--- config.mk ---
export PLATFORM = sky130hd
export DESIGN_NAME = lcs_mac
export DESIGN_NICKNAME = d
export VERILOG_FILES = /design/src/sv/lcs_pkg.sv /design/src/sv/lcs_mac.sv
export SDC_FILE = /design/constraint.sdc
export NUM_CORES = 1
export LEC_CHECK = 0
export ABC_AREA = 1
export BUFFER_PORTS_ARGS = -buffer_cell sky130_fd_sc_hd__buf_2
export CAP_MARGIN = 10
export CORE_MARGIN = 2
export CORE_UTILIZATION = 59
export DETAILED_ROUTE_END_ITERATION = 12
export PLACE_DENSITY = 0.89
export SYNTH_ARGS = -nofsm -noshare
export SYNTH_HDL_FRONTEND = slang
export SYNTH_SLANG_ARGS = --single-unit
--- constraint.sdc ---
create_clock -name clk -period 2 [get_ports clk]
set_clock_uncertainty 0.1 [all_clocks]
set_input_delay 0.1 -clock clk [delete_from_list [all_inputs] [get_ports clk]]
set_output_delay 0.1 -clock clk [all_outputs]
set_load 0.01 [all_outputs]
--- src/sv/lcs_pkg.sv ---
`timescale 1ns / 1ps
// lcs_pkg: shared types, request codes, fixed-point helpers and activation tables
// for the lstm cell step core; no dependencies

package lcs_pkg;

    localparam int unsigned DATA_W   = 16;
    localparam int unsigned ADDR_W   = 16;
    localparam int unsigned TYPE_W   = 3;
    localparam int unsigned UNIT_W   = 6;
    localparam int unsigned COUNT_W  = 7;
    localparam int unsigned CFG_IDX_W = 2;
    localparam int unsigned ACC_W    = 40;
    localparam int unsigned PROD_W   = 32;
    localparam int unsigned TAB_SIZE = 512;
    localparam int unsigned TAB_AW   = 9;

    localparam logic [TYPE_W-1:0] REQ_PARAM = 3'd0;
    localparam logic [TYPE_W-1:0] REQ_X     = 3'd1;
    localparam logic [TYPE_W-1:0] REQ_H     = 3'd2;
    localparam logic [TYPE_W-1:0] REQ_C     = 3'd3;
    localparam logic [TYPE_W-1:0] REQ_RUN   = 3'd4;

    localparam logic [CFG_IDX_W-1:0] CFG_INPUT_COUNT  = 2'd0;
    localparam logic [CFG_IDX_W-1:0] CFG_OUTPUT_COUNT = 2'd1;

    localparam logic [COUNT_W-1:0] COUNT_RESET = 7'd64;
    localparam logic signed [DATA_W-1:0] Q_ONE = 16'sd4096;

    typedef struct packed {
        logic [TYPE_W-1:0]        req_type;
        logic [ADDR_W-1:0]        address;
        logic signed [DATA_W-1:0] value;
    } in_item_t;

    typedef struct packed {
        logic [UNIT_W-1:0]        unit_index;
        logic signed [DATA_W-1:0] hidden_value;
        logic signed [DATA_W-1:0] cell_value;
        logic                     last;
    } out_item_t;

    typedef struct packed {
        logic valid;
        logic first;
    } mac_ctl_t;

    typedef enum logic [2:0] {
        A_WEIGHT,
        A_BIAS,
        A_ACT_F,
        A_ACT_I,
        A_ACT_O
    } a_src_t;

    typedef enum logic [2:0] {
        B_X,
        B_H,
        B_C,
        B_ONE,
        B_ACT_G,
        B_TANH_C
    } b_src_t;

    typedef struct packed {
        mac_ctl_t ctl;
        a_src_t   a_src;
        b_src_t   b_src;
    } mac_op_t;

    typedef enum logic [2:0] {
        S_IDLE,
        S_GATE,
        S_G_WAIT,
        S_CELL,
        S_C_WAIT,
        S_HIDE,
        S_H_WAIT
    } state_t;

    typedef logic signed [DATA_W-1:0] tab_t [TAB_SIZE];

    function automatic logic signed [DATA_W-1:0] round_sat(input logic signed [ACC_W-1:0] acc);
        logic signed [ACC_W-1:0] a;
        logic signed [ACC_W-1:0] q;
        a = acc + ACC_W'(2048);
        q = a >>> 12;
        if (q > ACC_W'(32767))
            return 16'sh7fff;
        else if (q < -ACC_W'(32768))
            return 16'sh8000;
        else
            return q[DATA_W-1:0];
    endfunction

    function automatic logic [TAB_AW-1:0] tab_idx(input logic signed [DATA_W-1:0] v);
        return {~v[DATA_W-1], v[DATA_W-2:7]};
    endfunction

    // shift-subtract quotient, used only while building the constant tables
    function automatic logic [63:0] udiv64(input logic [63:0] n, input logic [63:0] d);
        logic [63:0] q;
        logic [64:0] r;
        q = '0;
        r = '0;
        for (int i = 63; i >= 0; i--)
        begin
            r = {r[63:0], n[i]};
            if (r >= {1'b0, d})
            begin
                r = r - {1'b0, d};
                q[i] = 1'b1;
            end
        end
        return q;
    endfunction

    function automatic logic [63:0] exp_neg_q30(input logic [63:0] u);
        logic [63:0] u2;
        logic [63:0] u3;
        logic [63:0] u4;
        logic [63:0] e;
        u2 = (u * u) >> 30;
        u3 = (u2 * u) >> 30;
        u4 = (u3 * u) >> 30;
        e = (64'd1 << 30) - u + (u2 >> 1) - udiv64(u3, 64'd6) + udiv64(u4, 64'd24);
        for (int n = 0; n < 8; n++)
            e = (e * e + (64'd1 << 29)) >> 30;
        return e;
    endfunction

    function automatic tab_t build_tab(input bit is_tanh);
        tab_t        t;
        int          d;
        logic [63:0] m;
        logic [63:0] e;
        logic [63:0] num;
        logic [63:0] den;
        logic [63:0] r;
        for (int k = 0; k < TAB_SIZE; k++)
        begin
            d = 2 * k + 1 - TAB_SIZE;
            m = 64'(d < 0 ? -d : d);
            if (!is_tanh)
            begin
                e = exp_neg_q30(m << 16);
                num = (d >= 0) ? (64'd1 << 30) : e;
                den = (64'd1 << 30) + e;
                r = udiv64(num * 64'd4096 + (den >> 1), den);
                t[k] = r[DATA_W-1:0];
            end
            else
            begin
                e = exp_neg_q30(m << 17);
                den = (64'd1 << 30) + e;
                r = udiv64(((64'd1 << 30) - e) * 64'd4096 + (den >> 1), den);
                t[k] = (d >= 0) ? r[DATA_W-1:0] : -r[DATA_W-1:0];
            end
        end
        return t;
    endfunction

    localparam tab_t SIG_TAB  = build_tab(1'b0);
    localparam tab_t TANH_TAB = build_tab(1'b1);

endpackage

--- src/sv/lcs_mac.sv ---
`timescale 1ns / 1ps
// lcs_mac: shared 16x16 multiplier with registered product and wide accumulator
// depends on lcs_pkg

module lcs_mac (
    input  logic                              clk,
    input  logic                              rst_n,
    input  lcs_pkg::mac_ctl_t                 ctl,
    input  logic signed [lcs_pkg::DATA_W-1:0] a,
    input  logic signed [lcs_pkg::DATA_W-1:0] b,
    output logic signed [lcs_pkg::ACC_W-1:0]  acc,
    output logic                              busy
);
    import lcs_pkg::*;

    logic signed [PROD_W-1:0] prod_reg;
    mac_ctl_t                 pctl_reg;
    logic signed [ACC_W-1:0]  acc_reg;
    logic signed [ACC_W-1:0]  acc_next;

    always_comb
    begin
        acc_next = acc_reg;
        if (pctl_reg.valid)
        begin
            if (pctl_reg.first)
                acc_next = ACC_W'(prod_reg);
            else
                acc_next = acc_reg + ACC_W'(prod_reg);
        end
    end

    always_ff @(posedge clk or negedge rst_n)
    begin
        if (!rst_n)
            pctl_reg <= '0;
        else
            pctl_reg <= ctl;
    end

    always_ff @(posedge clk)
    begin
        prod_reg <= a * b;
        acc_reg  <= acc_next;
    end

    assign acc  = acc_reg;
    assign busy = pctl_reg.valid;

endmodule

==> out/results.tsv, run 1 <==
stage	metric	value	unit
clock_network	cts_buffers	9	
placed_design	io_buffers	76	
synthesis	ys_warn_count	0	
synthesis	yosysTopAreaCell	fa_1	
placed_design	pre_cts_ws	-3472	ps
global_routing	grt_max_degree	42	
timing	grt-worst-endpoint	prod_reg[25]$_DFF_P_/D	
floorplan	ioPinCount	77	
outcome	status	stopped before the end	
synthesis	async_flop_share	0.02703	
placed_design	hpwlAfterDp	42290	um
synthesis	synthCells	2214	
synthesis	yosys-top-cells-area	fa_1, nand2_1, inv_1	
synthesis	syn-mean-instance-area	7.250	um2
placed_design	gp_congestion	1.029	
synthesis	synth_most_common_cell	nand2_1	
synthesis	synth_top_area_frac	0.3280	
floorplan	start_util	0.5989	
placed_design	placed_cells	2847	
floorplan	die_y	168.9	um
synthesis	synth_edf_count	40	
synthesis	synth_ff_type	edfxtp_1	
global_routing	grtUsageTotal	0.8859	
synthesis	synth_commonest_cells	nand2_1, inv_1, fa_1	
clock_network	htreeDepth	3	
outcome	error_line	[ERROR GRT-0232] Routing congestion too high. Check the congestion heatmap in the GUI.	
global_routing	grt.overflow.total	277	
synthesis	synthesis.area	16050	um2
synthesis	ys_ff_latch	74	
floorplan	die_w	168.9	um
timing	worst-ep-kind	register data pin	
outcome	lastStage	global routing	
clock_network	cts.path.max_buffers	2	
clock_network	clock-root-buffer	clkbuf_16	
synthesis	syn_nets	2634	
synthesis	ys_seq_area_frac	0.1179	
placed_design	dpl_cell_area	19570	um2
synthesis	ys_types	39	
floorplan	placementRows	60	
clock_network	cts.sinks	74	
cells by family after synthesis:
family / after synthesis / share of synthesized area
buffers and inverters: 633 / 0.1490
and+or+nand+nor: 973 / 0.2509
DFF: 74 / 0.1179
AOI/OAI and AO/OA: 114 / 0.04022
xor gates and xnor gates: 36 / 0.01964
adders and majority gates: 384 / 0.4223
what timing repair did:
action                     CTS
pin swaps                  223
hold endpoints to repair     4
buffers inserted            81
resized for setup          559
setup endpoints to repair   63
cloned                       4
hold buffers                 4
layer usage:
metal / GRT usage / overflow
met2: 0.9907 / 159
met1: 0.8635 / 21
met4: 0.9055 / 87
met5: 0.6174 / 4
met3: 0.8059 / 6
stage by stage:
stage	TNS [ps]	hold slack [ps]
after CTS	-71350	107.0
after detailed placement	-89210	-212.4
after global placement	-84870	-216.6
after floorplan	-67510	-295.6
==> run 2: changes to the inputs <==
--- a/config.mk
+++ b/config.mk
@@ -9,9 +9,9 @@
 export BUFFER_PORTS_ARGS = -buffer_cell sky130_fd_sc_hd__buf_2
 export CAP_MARGIN = 10
 export CORE_MARGIN = 2
-export CORE_UTILIZATION = 59
+export CORE_UTILIZATION = 40
 export DETAILED_ROUTE_END_ITERATION = 12
-export PLACE_DENSITY = 0.89
+export PLACE_DENSITY_LB_ADDON = 0.15
 export SYNTH_ARGS = -nofsm -noshare
 export SYNTH_HDL_FRONTEND = slang
 export SYNTH_SLANG_ARGS = --single-unit
==> constraint.sdc (replaced) <==
create_clock -name clk -period 2.6 [get_ports clk]
set_clock_uncertainty 0.1 [all_clocks]
set_input_delay 0.13 -clock clk [delete_from_list [all_inputs] [get_ports clk]]
set_output_delay 0.13 -clock clk [all_outputs]
set_load 0.01 [all_outputs]
==> run 2 against run 1 <==
- synthesized cell count unchanged
- area after synthesis stayed put
- the flow now finishes, with violations (setup timing)
==> out/results.tsv, run 2 <==
stage	metric	value	unit
drt	final_antenna_net_count	0	
critical_path	slowest_delay	580	ps
final_layout	syn2layout_area_growth	33.58	%
critical_path	end_kind	register	
timing	period_share	1.855	
floorplan	die_w	204.3	um
global_routing	grt_pass1_wl	79560	um
timing	whs	128.4	ps
clock_network	clk-insertion-delay-late	360	ps
placed_design	pre_cts_ws	-2839	ps
outcome	status	finished, violations left	
critical_path	reg2reg_slack	160	ps
outcome	violations	setup timing	
drt	dr.pass1.iters	5	
placed_design	io_buffers	76	
synthesis	yosys-top-cells-area	fa_1, nand2_1, inv_1	
clock_network	cts_tree	yes	
synthesis	synth-adder-area-share	0.4223	
synthesis	ys_warn_count	0	
hold_path	hp-class	in2reg	
synthesis	ys_seq_area_frac	0.1179	
clock_network	htreeDepth	3	
clock_network	cts.sinks	74	
floorplan	die_area	41750	um2
synthesis	synth_xor_area_frac	0.01964	
clock_network	clock-root-buffer	clkbuf_16	
critical_path	cp-start-kind	input pin	
drt	drcViolationCount	0	
timing	worst_slew_pin_slew	636.3	ps
drt	vias	14380	
drt	wl_per_cell	16.13	um
timing	finalSetupViolCount	27	
run	cap_violations	0	
timing	relSlewSlack	0.5758	
timing	drv_slew	0	
synthesis	yosysTopAreaCell	fa_1	
timing	max_freq	207.3	MHz
floorplan	ioPinCount	77	
synthesis	synthCells	2214	
synthesis	async_flop_share	0.02703	
critical_path	arrival	5000	ps
critical_path	cp_cell_sequence	buf_12 -> nand2_4 -> inv_4 -> fa_2 -> buf_12 -> fa_2 -> buf_12 -> fa_2 -> fa_1 -> fa_1 -> inv_1 -> fa_1 -> inv_2 -> ha_4 -> nand2_4 -> nor2_4 -> inv_2 -> nor3_4 -> and3_4 -> nand2_2 -> nand3_2 -> xor2_1	
synthesis	synthesis.area	16050	um2
critical_path	worst_ep_required_time	2780	ps
clock_network	cts_buffers	9	
clock_network	clk_pin_slew	70	ps
placed_design	hpwlAfterDp	41480	um
final_layout	layout_commonest_cell	nand2_1	
clock_network	cts.path.max_buffers	2	
timing	hold_viol	0	
final_layout	antennaDiodeCount	0	
synthesis	synth_ff_type	edfxtp_1	
timing	rsz0062_at_grt	true	
critical_path	slowest_stage	fa_2	
floorplan	die_y	204.3	um
drt	avgViaCountPerCell	4.776	
synthesis	ys_types	39	
global_routing	grt_pass1_vias	15290	
final_layout	fin_area	21440	um2
synthesis	ys_ff_latch	74	
synthesis	synth_top_area_frac	0.3280	
synthesis	synth_commonest_cells	nand2_1, inv_1, fa_1	
placed_design	dpl_cell_area	18960	um2
floorplan	placementRows	73	
floorplan	core	39640	um2
drt	drt_wl_total	48540	um
final_layout	layout_common_cells	nand2_1, inv_1, fa_1	
synthesis	synth_most_common_cell	nand2_1	
drt	drtIter0Drc	795	
global_routing	grt.overflow.total	0	
global_routing	grtUsageTotal	0.2434	
synthesis	synth_compound_area_frac	0.04022	
timing	finalSetupTns	-49730	ps
critical_path	cp_max_fo	8	
final_layout	drive_above_1_share	0.2744	
synthesis	synth_edf_count	40	
synthesis	synth-simple-area-share	0.2509	
synthesis	syn-mean-instance-area	7.250	um2
placed_design	gp_congestion	0.9313	
final_layout	nNetsFinal	2900	
timing	fin_ws	-2223	ps
floorplan	start_util	0.4049	
global_routing	antenna_found_initial	0	
timing	period_needed	4823	ps
synthesis	synth_mux_area_frac	0	
synthesis	synth_top_family_by_area	adder cells	
global_routing	grt_max_degree	35	
critical_path	critPathKind	in2reg	
final_layout	largest_reg_flops	40	
synthesis	syn_nets	2634	
-- run 2: cell counts after synthesis --
Identical to the previous run, type by type.
-- run 2: per-stage QoR --
| stage | cells | utilization |
|---|---|---|
| 2_1_floorplan | 2214 | - |
| 3_3_place_gp | 2938 | 0.4784 |
| 3_5_place_dp | 2938 | 0.4784 |
| 4_1_cts | 2981 | 0.5210 |
| 5_1_grt | 3010 | 0.5409 |
| 6_report | 3010 | 0.5409 |
-- run 2: worst max-delay path, delay by kind of cell --
| kind | cells | cell delay (ps) |
|---|---|---|
| buffers and inverters | 7 | 620 |
| xor gates and xnor gates | 1 | 150 |
| adders and majority gates | 7 | 3340 |
| and+or+nand+nor | 7 | 750 |
-- run 2: repair_timing --
item                                    4_1_cts  5_1_grt
hold buffers                                  4        0
endpoints found under the setup margin       27       35
setup buffers                                21       29
endpoints found under the hold margin         4        0
pin swaps                                   155      123
gates resized for setup                     288      144
cloned                                        2        2
-- run 2: final timing paths --
check / cells past startpoint / startpoint / endpoint
max in group asynchronous: 3 / rst_n / busy$_DFF_PN0_
worst max-delay path: 22 / b[1] / prod_reg[27]$_DFF_P_
worst max register to register: 15 / acc[0]$_DFFE_PP_ / acc[22]$_DFFE_PP_
worst min-delay path: 4 / a[0] / prod_reg[0]$_DFF_P_
worst min register to register: 2 / prod_reg[10]$_DFF_P_ / acc[10]$_DFFE_PP_
min in group asynchronous: 3 / rst_n / pctl_reg[0]$_DFF_PN0_
-- run 2: kinds of logic after synthesis --
logic type	Yosys count
DFF	74
adders and majority gates	384
xor gates and xnor gates	36
and+or+nand+nor	973
buffers and inverters	633
AOI/OAI and AO/OA	114
-- run 2: final cells by class --
cell class	instances	area, um2
fillers	3840	18200
flip-flops and latches	74	1893
inverters	567	2148
repair buffers	321	3008
multi-input cells	1507	13410
well taps	525	656.9
clock buffers	9	225.2
clock inverters	7	100.1
-- run 2: routing by layer --
layer / track usage / part of all wire
met5: 0 / 0
met2: 0.4197 / 0.48
met1: 0.3331 / 0.46
met3: 0.02392 / 0.044
met4: 0.04865 / 0.019
Power of run 2 is left out: the tool's default activity adds up to more than one toggle a clock period on the data nets, which glitch-free logic cannot reach.
==> run 3: changes to the inputs <==
--- a/config.mk
+++ b/config.mk
@@ -8,9 +8,9 @@
 export ABC_AREA = 1
 export BUFFER_PORTS_ARGS = -buffer_cell sky130_fd_sc_hd__buf_2
 export CAP_MARGIN = 10
-export CORE_MARGIN = 2
 export CORE_UTILIZATION = 40
 export DETAILED_ROUTE_END_ITERATION = 12
+export MAX_ROUTING_LAYER = met4
 export PLACE_DENSITY_LB_ADDON = 0.15
 export SYNTH_ARGS = -nofsm -noshare
 export SYNTH_HDL_FRONTEND = slang
==> run 3 against run 2 <==
- the flow still finishes with violations (setup timing)
- non-clock buffer count decreased by 15
- setup slack better by 39 ps
- critical endpoint is now prod_reg[25]$_DFF_P_
- hold slack worse by 12 ps
- global-route usage up 1.1 points
- via count is 0.13% higher
==> out/results.tsv, run 3 (synthesis gave the netlist of run 2 again) <==
stage	metric	value	unit
clock_network	clk_pin_slew	60	ps
critical_path	slowest_delay	520	ps
final_layout	drive_above_1_share	0.2704	
critical_path	cp-start-kind	input pin	
timing	period_needed	4784	ps
clock_network	clock-root-buffer	clkbuf_16	
global_routing	grtUsageTotal	0.2541	
hold_path	hp-class	in2reg	
drt	wl_met3	2101	um
critical_path	end_kind	register	
floorplan	placementRows	73	
timing	max_freq	209.0	MHz
final_layout	largest_reg_flops	40	
drt	final_antenna_net_count	0	
critical_path	cp_top_family	adder cells	
final_layout	syn2layout_area_growth	33.28	%
timing	whs	116.4	ps
critical_path	crit_buf_inv	8	
drt	avgViaCountPerCell	4.806	
critical_path	slowest_stage	fa_1	
drt	drcViolationCount	0	
final_layout	fill_cells	3865	
timing	drv_slew	0	
critical_path	cp_common_cell	fa_1	
placed_design	gp_congestion	0.9663	
drt	wl_met1	22000	um
critical_path	cp_cell_sequence	buf_6 -> clkinvlp_4 -> buf_12 -> buf_4 -> nor2_2 -> fa_1 -> fa_1 -> fa_1 -> fa_1 -> fa_1 -> inv_2 -> fa_1 -> inv_2 -> ha_4 -> buf_6 -> nand2_4 -> nor2_4 -> inv_4 -> nor3_4 -> nand3_1 -> o211ai_1 -> xor2_1	
run	cap_violations	0	
floorplan	die_w	202.3	um
global_routing	antenna_found_initial	0	
floorplan	ioPinCount	77	
timing	fin_ws	-2184	ps
clock_network	cts_buffers	9	
floorplan	core	39640	um2
drt	met2_length	22540	um
final_layout	utilization	0.5397	
global_routing	grt.overflow.total	0	
drt	top_layer_used	met4	
timing	period_share	1.840	
floorplan	start_util	0.4049	
final_layout	layout_common_cells	nand2_1, inv_1, fa_1	
floorplan	die_area	40930	um2
timing	relSlewSlack	0.6200	
drt	vias	14400	
clock_network	htreeDepth	3	
clock_network	cts.path.max_buffers	2	
floorplan	die_y	202.3	um
critical_path	worst_ep_required_time	2770	ps
final_layout	antennaDiodeCount	0	
critical_path	cp_max_fo	6	
clock_network	cts.sinks	74	
placed_design	io_buffers	76	
clock_network	cts_tree	yes	
outcome	violations	setup timing	
placed_design	hpwlAfterDp	40620	um
drt	drtIter0Drc	700	
critical_path	critPathKind	in2reg	
outcome	status	finished, violations left	
drt	drt_wl_total	47880	um
timing	finalSetupViolCount	27	
final_layout	nNetsFinal	2885	
timing	rsz0062_at_grt	true	
global_routing	grt_pass1_vias	15210	
global_routing	grt_pass1_wl	79340	um
drt	wl_per_cell	15.99	um
final_layout	layout_commonest_cell	nand2_1	
critical_path	arrival	4960	ps
clock_network	clk-insertion-delay-late	350	ps
timing	worst_slew_pin_slew	570.0	ps
global_routing	grt_max_degree	39	
drt	dr.pass1.iters	5	
placed_design	pre_cts_ws	-2885	ps
timing	hold_viol	0	
==> run 3: worst reg2reg max path: stages, from the launching register on <==
cell and delay [ps]:
edfxtp_1 440, ha_1 390, nand2_1 200, inv_1 60, nand2_1 60, nand2_1 140, a21oi_2 350, nand2_1 100
nand2_1 120, nand4_1 100, nand3_1 90, nand2_1 50
==> run 3: path summary, 6_finish.rpt <==
path	startpoint	end	slack (ps)	cells past startpoint
max in group asynchronous	rst_n	busy$_DFF_PN0_	1740	3
min reg2reg	prod_reg[8]$_DFF_P_	acc[8]$_DFFE_PP_	430	2
min in group asynchronous	rst_n	pctl_reg[0]$_DFF_PN0_	530	3
min	a[0]	prod_reg[0]$_DFF_P_	120	4
max reg2reg	acc[17]$_DFFE_PP_	acc[38]$_DFFE_PP_	160	11
max	b[15]	prod_reg[25]$_DFF_P_	-2180	22
==> run 3: layer usage <==
layer,up-vias,track usage
li1,7016,-
met5,-,-
met3,69,0.03241
met1,7008,0.3352
met4,0,0.06606
met2,302,0.4122
==> run 3: stage by stage <==
stage	std cells	TNS (ps)	cell area [um2]
6_report	2995	-48690	21390
5_1_grt	2995	-53150	21390
4_1_cts	2979	-48970	20810
3_5_place_dp	2933	-65290	18950
3_3_place_gp	2933	-64250	18950
2_1_floorplan	2214	-50880	17070
==> run 3: final cells by class <==
| cell class | count | area [um2] | area share |
|---|---|---|---|
| clock buffers | 10 | 239.0 | 0.01117 |
| well taps | 525 | 656.9 | 0.03070 |
| repair buffers | 306 | 2885 | 0.1349 |
| flip-flops and latches | 74 | 1893 | 0.08848 |
| inverters | 567 | 2147 | 0.1004 |
| multi-input cells | 1507 | 13500 | 0.6311 |
| clock inverters | 6 | 71.32 | 0.003334 |
==> run 3: timing repair <==
action,in CTS,in global routing
hold buffers,4,0
gates resized for setup,310,117
setup endpoints to repair,27,38
cloned,3,3
setup buffers,24,16
endpoints found under the hold margin,4,0
pin swaps,110,82
Power of run 3 is left out for the same reason.
==> run 4: changes to the inputs <==
==> constraint.sdc (replaced) <==
create_clock -name clk -period 4.9 [get_ports clk]
set_clock_uncertainty 0.1 [all_clocks]
set_input_delay 0.245 -clock clk [delete_from_list [all_inputs] [get_ports clk]]
set_output_delay 0.245 -clock clk [all_outputs]
set_load 0.01 [all_outputs]
==> run 4 against run 3 <==
- the flow finishes with violations (DRC, setup timing)
- wire length fell by 2.8%
- sequential share of layout area rose by 0.64 points
- via count fell by 2.7%
- die area did not move
- utilization fell by 3.6 points
- final cell count fell by 0.97%
- largest cell class unchanged
- highest routed layer unchanged
==> out/results.tsv, run 4 (synthesis gave the netlist of run 2 again) <==
stage	metric	value	unit
outcome	status	finished, violations left	
outcome	violations	DRC, setup timing	
critical_path	worst_ep_required_time	5040	ps
critical_path	cp-start-kind	input pin	
clock_network	clk_pin_slew	60	ps
critical_path	critPathKind	in2reg	
global_routing	antenna_found_initial	0	
clock_network	htreeDepth	3	
timing	finalSetupViolCount	10	
floorplan	die_y	202.3	um
final_layout	syn2layout_area_growth	24.30	%
global_routing	grt_pass1_wl	77020	um
final_layout	antennaDiodeCount	0	
final_layout	layout_common_cells	nand2_1, inv_1, fa_1	
drt	avgViaCountPerCell	4.720	
floorplan	start_util	0.4049	
timing	drv_slew	0	
timing	hold_viol	0	
final_layout	drive_above_1_share	0.2188	
final_layout	layout_commonest_cell	nand2_1	
final_layout	fill_cells	3980	
critical_path	arrival	5180	ps
timing	finalSetupTns	-649.4	ps
global_routing	grtUsageTotal	0.2466	
placed_design	io_buffers	76	
timing	period_share	1.028	
placed_design	hpwlAfterDp	40570	um
clock_network	cts_tree	yes	
critical_path	cp_cell_sequence	buf_12 -> nand2_8 -> inv_6 -> fa_2 -> buf_6 -> fa_2 -> buf_12 -> fa_1 -> fa_1 -> fa_1 -> inv_1 -> fa_1 -> inv_1 -> ha_4 -> nand2_2 -> nor3_4 -> nand3_1 -> o211ai_1 -> xor2_1	
critical_path	slowest_stage	fa_2	
final_layout	largest_reg_flops	40	
clock_network	cts_buffers	9	
global_routing	grt_pass1_vias	14890	
drt	dr.pass1.iters	10	
critical_path	end_kind	register	
critical_path	cp_max_fo	8	
clock_network	cts.path.max_buffers	2	
final_layout	utilization	0.5033	
timing	worst_slew_pin_slew	654.6	ps
floorplan	ioPinCount	77	
floorplan	core	39640	um2
drt	vias	14000	
final_layout	fin_area	19950	um2
global_routing	grt_max_degree	42	
timing	rsz0062_at_grt	true	
global_routing	grt.overflow.total	0	
clock_network	clock-root-buffer	clkbuf_16	
drt	drcViolationCount	2	
timing	relSlewSlack	0.5602	
critical_path	slowest_delay	660	ps
placed_design	gp_congestion	0.9719	
drt	drtIter0Drc	710	
floorplan	placementRows	73	
hold_path	hp-class	in2async	
timing	period_needed	5036	ps
drt	drt_wl_total	46530	um
run	cap_violations	0	
timing	whs	97.84	ps
floorplan	die_w	202.3	um
clock_network	clk-insertion-delay-late	350	ps
timing	fin_ws	-136.1	ps
floorplan	die_area	40930	um2
final_layout	nNetsFinal	2856	
drt	final_antenna_net_count	0	
placed_design	dpl_cell_area	18540	um2
clock_network	cts.sinks	74	
critical_path	cp_common_cell	fa_1	
drt	wl_per_cell	15.69	um
timing	max_freq	198.6	MHz
run 4: layer usage:
layer  vias up  routed length, um  share of wire  global-route usage
met5         -                  0              0                   -
met4         0                992          0.021             0.05505
met3        59               1544          0.033             0.01790
met2       250              22660           0.49              0.4254
met1      6746              21330           0.46              0.3158
li1       6945                  -              -                   -
run 4: path summary, 6_finish.rpt:
path | from | endpoint | slack (ps) | depth (start not counted)
max | a[15] | prod_reg[25]$_DFF_P_ | -140 | 19
min | rst_n | busy$_DFF_PN0_ | 100 | 2
max reg2reg | acc[0]$_DFFE_PP_ | acc[32]$_DFFE_PP_ | 2090 | 15
min reg2reg | prod_reg[9]$_DFF_P_ | acc[9]$_DFFE_PP_ | 430 | 2
max in group asynchronous | rst_n | busy$_DFF_PN0_ | 4490 | 2
min in group clk | b[0] | prod_reg[0]$_DFF_P_ | 210 | 3
run 4: timing repair:
item | 4_1_cts | 5_1_grt
endpoints found under the setup margin | 20 | 21
hold buffers | 3 | 0
endpoints found under the hold margin | 4 | 0
cloned | 0 | 0
gates resized for setup | 119 | 157
pin swaps | 55 | 115
buffers inserted | 8 | 14
run 4: worst max-delay path, delay by kind of cell:
family / cells / cell delay (ps)
AO/OA/AOI/OAI: 1 / 230
adder cells (fa/ha/maj): 7 / 3330
buffers and inverters: 6 / 570
AND/OR/NAND/NOR: 4 / 500
XOR/XNOR: 1 / 300
run 4: final cells by class:
class | instances | area, um2 | area share
Sequential cell | 74 | 1893 | 0.09488
Clock inverter | 7 | 50.05 | 0.002508
Inverter | 567 | 2138 | 0.1072
Tap cell | 525 | 656.9 | 0.03292
Clock buffer | 9 | 225.2 | 0.01129
Timing Repair Buffer | 277 | 2221 | 0.1113
Multi-Input combinational cell | 1507 | 12770 | 0.6399
run 4: through the flow:
step	setup WS, ps	cells
2_1_floorplan	-186.2	2214
3_3_place_gp	-783.6	2926
3_5_place_dp	-752.7	2926
4_1_cts	-198.0	2952
5_1_grt	-320.0	2966
6_report	-136.1	2966
Power of run 4 is left out for the same reason.
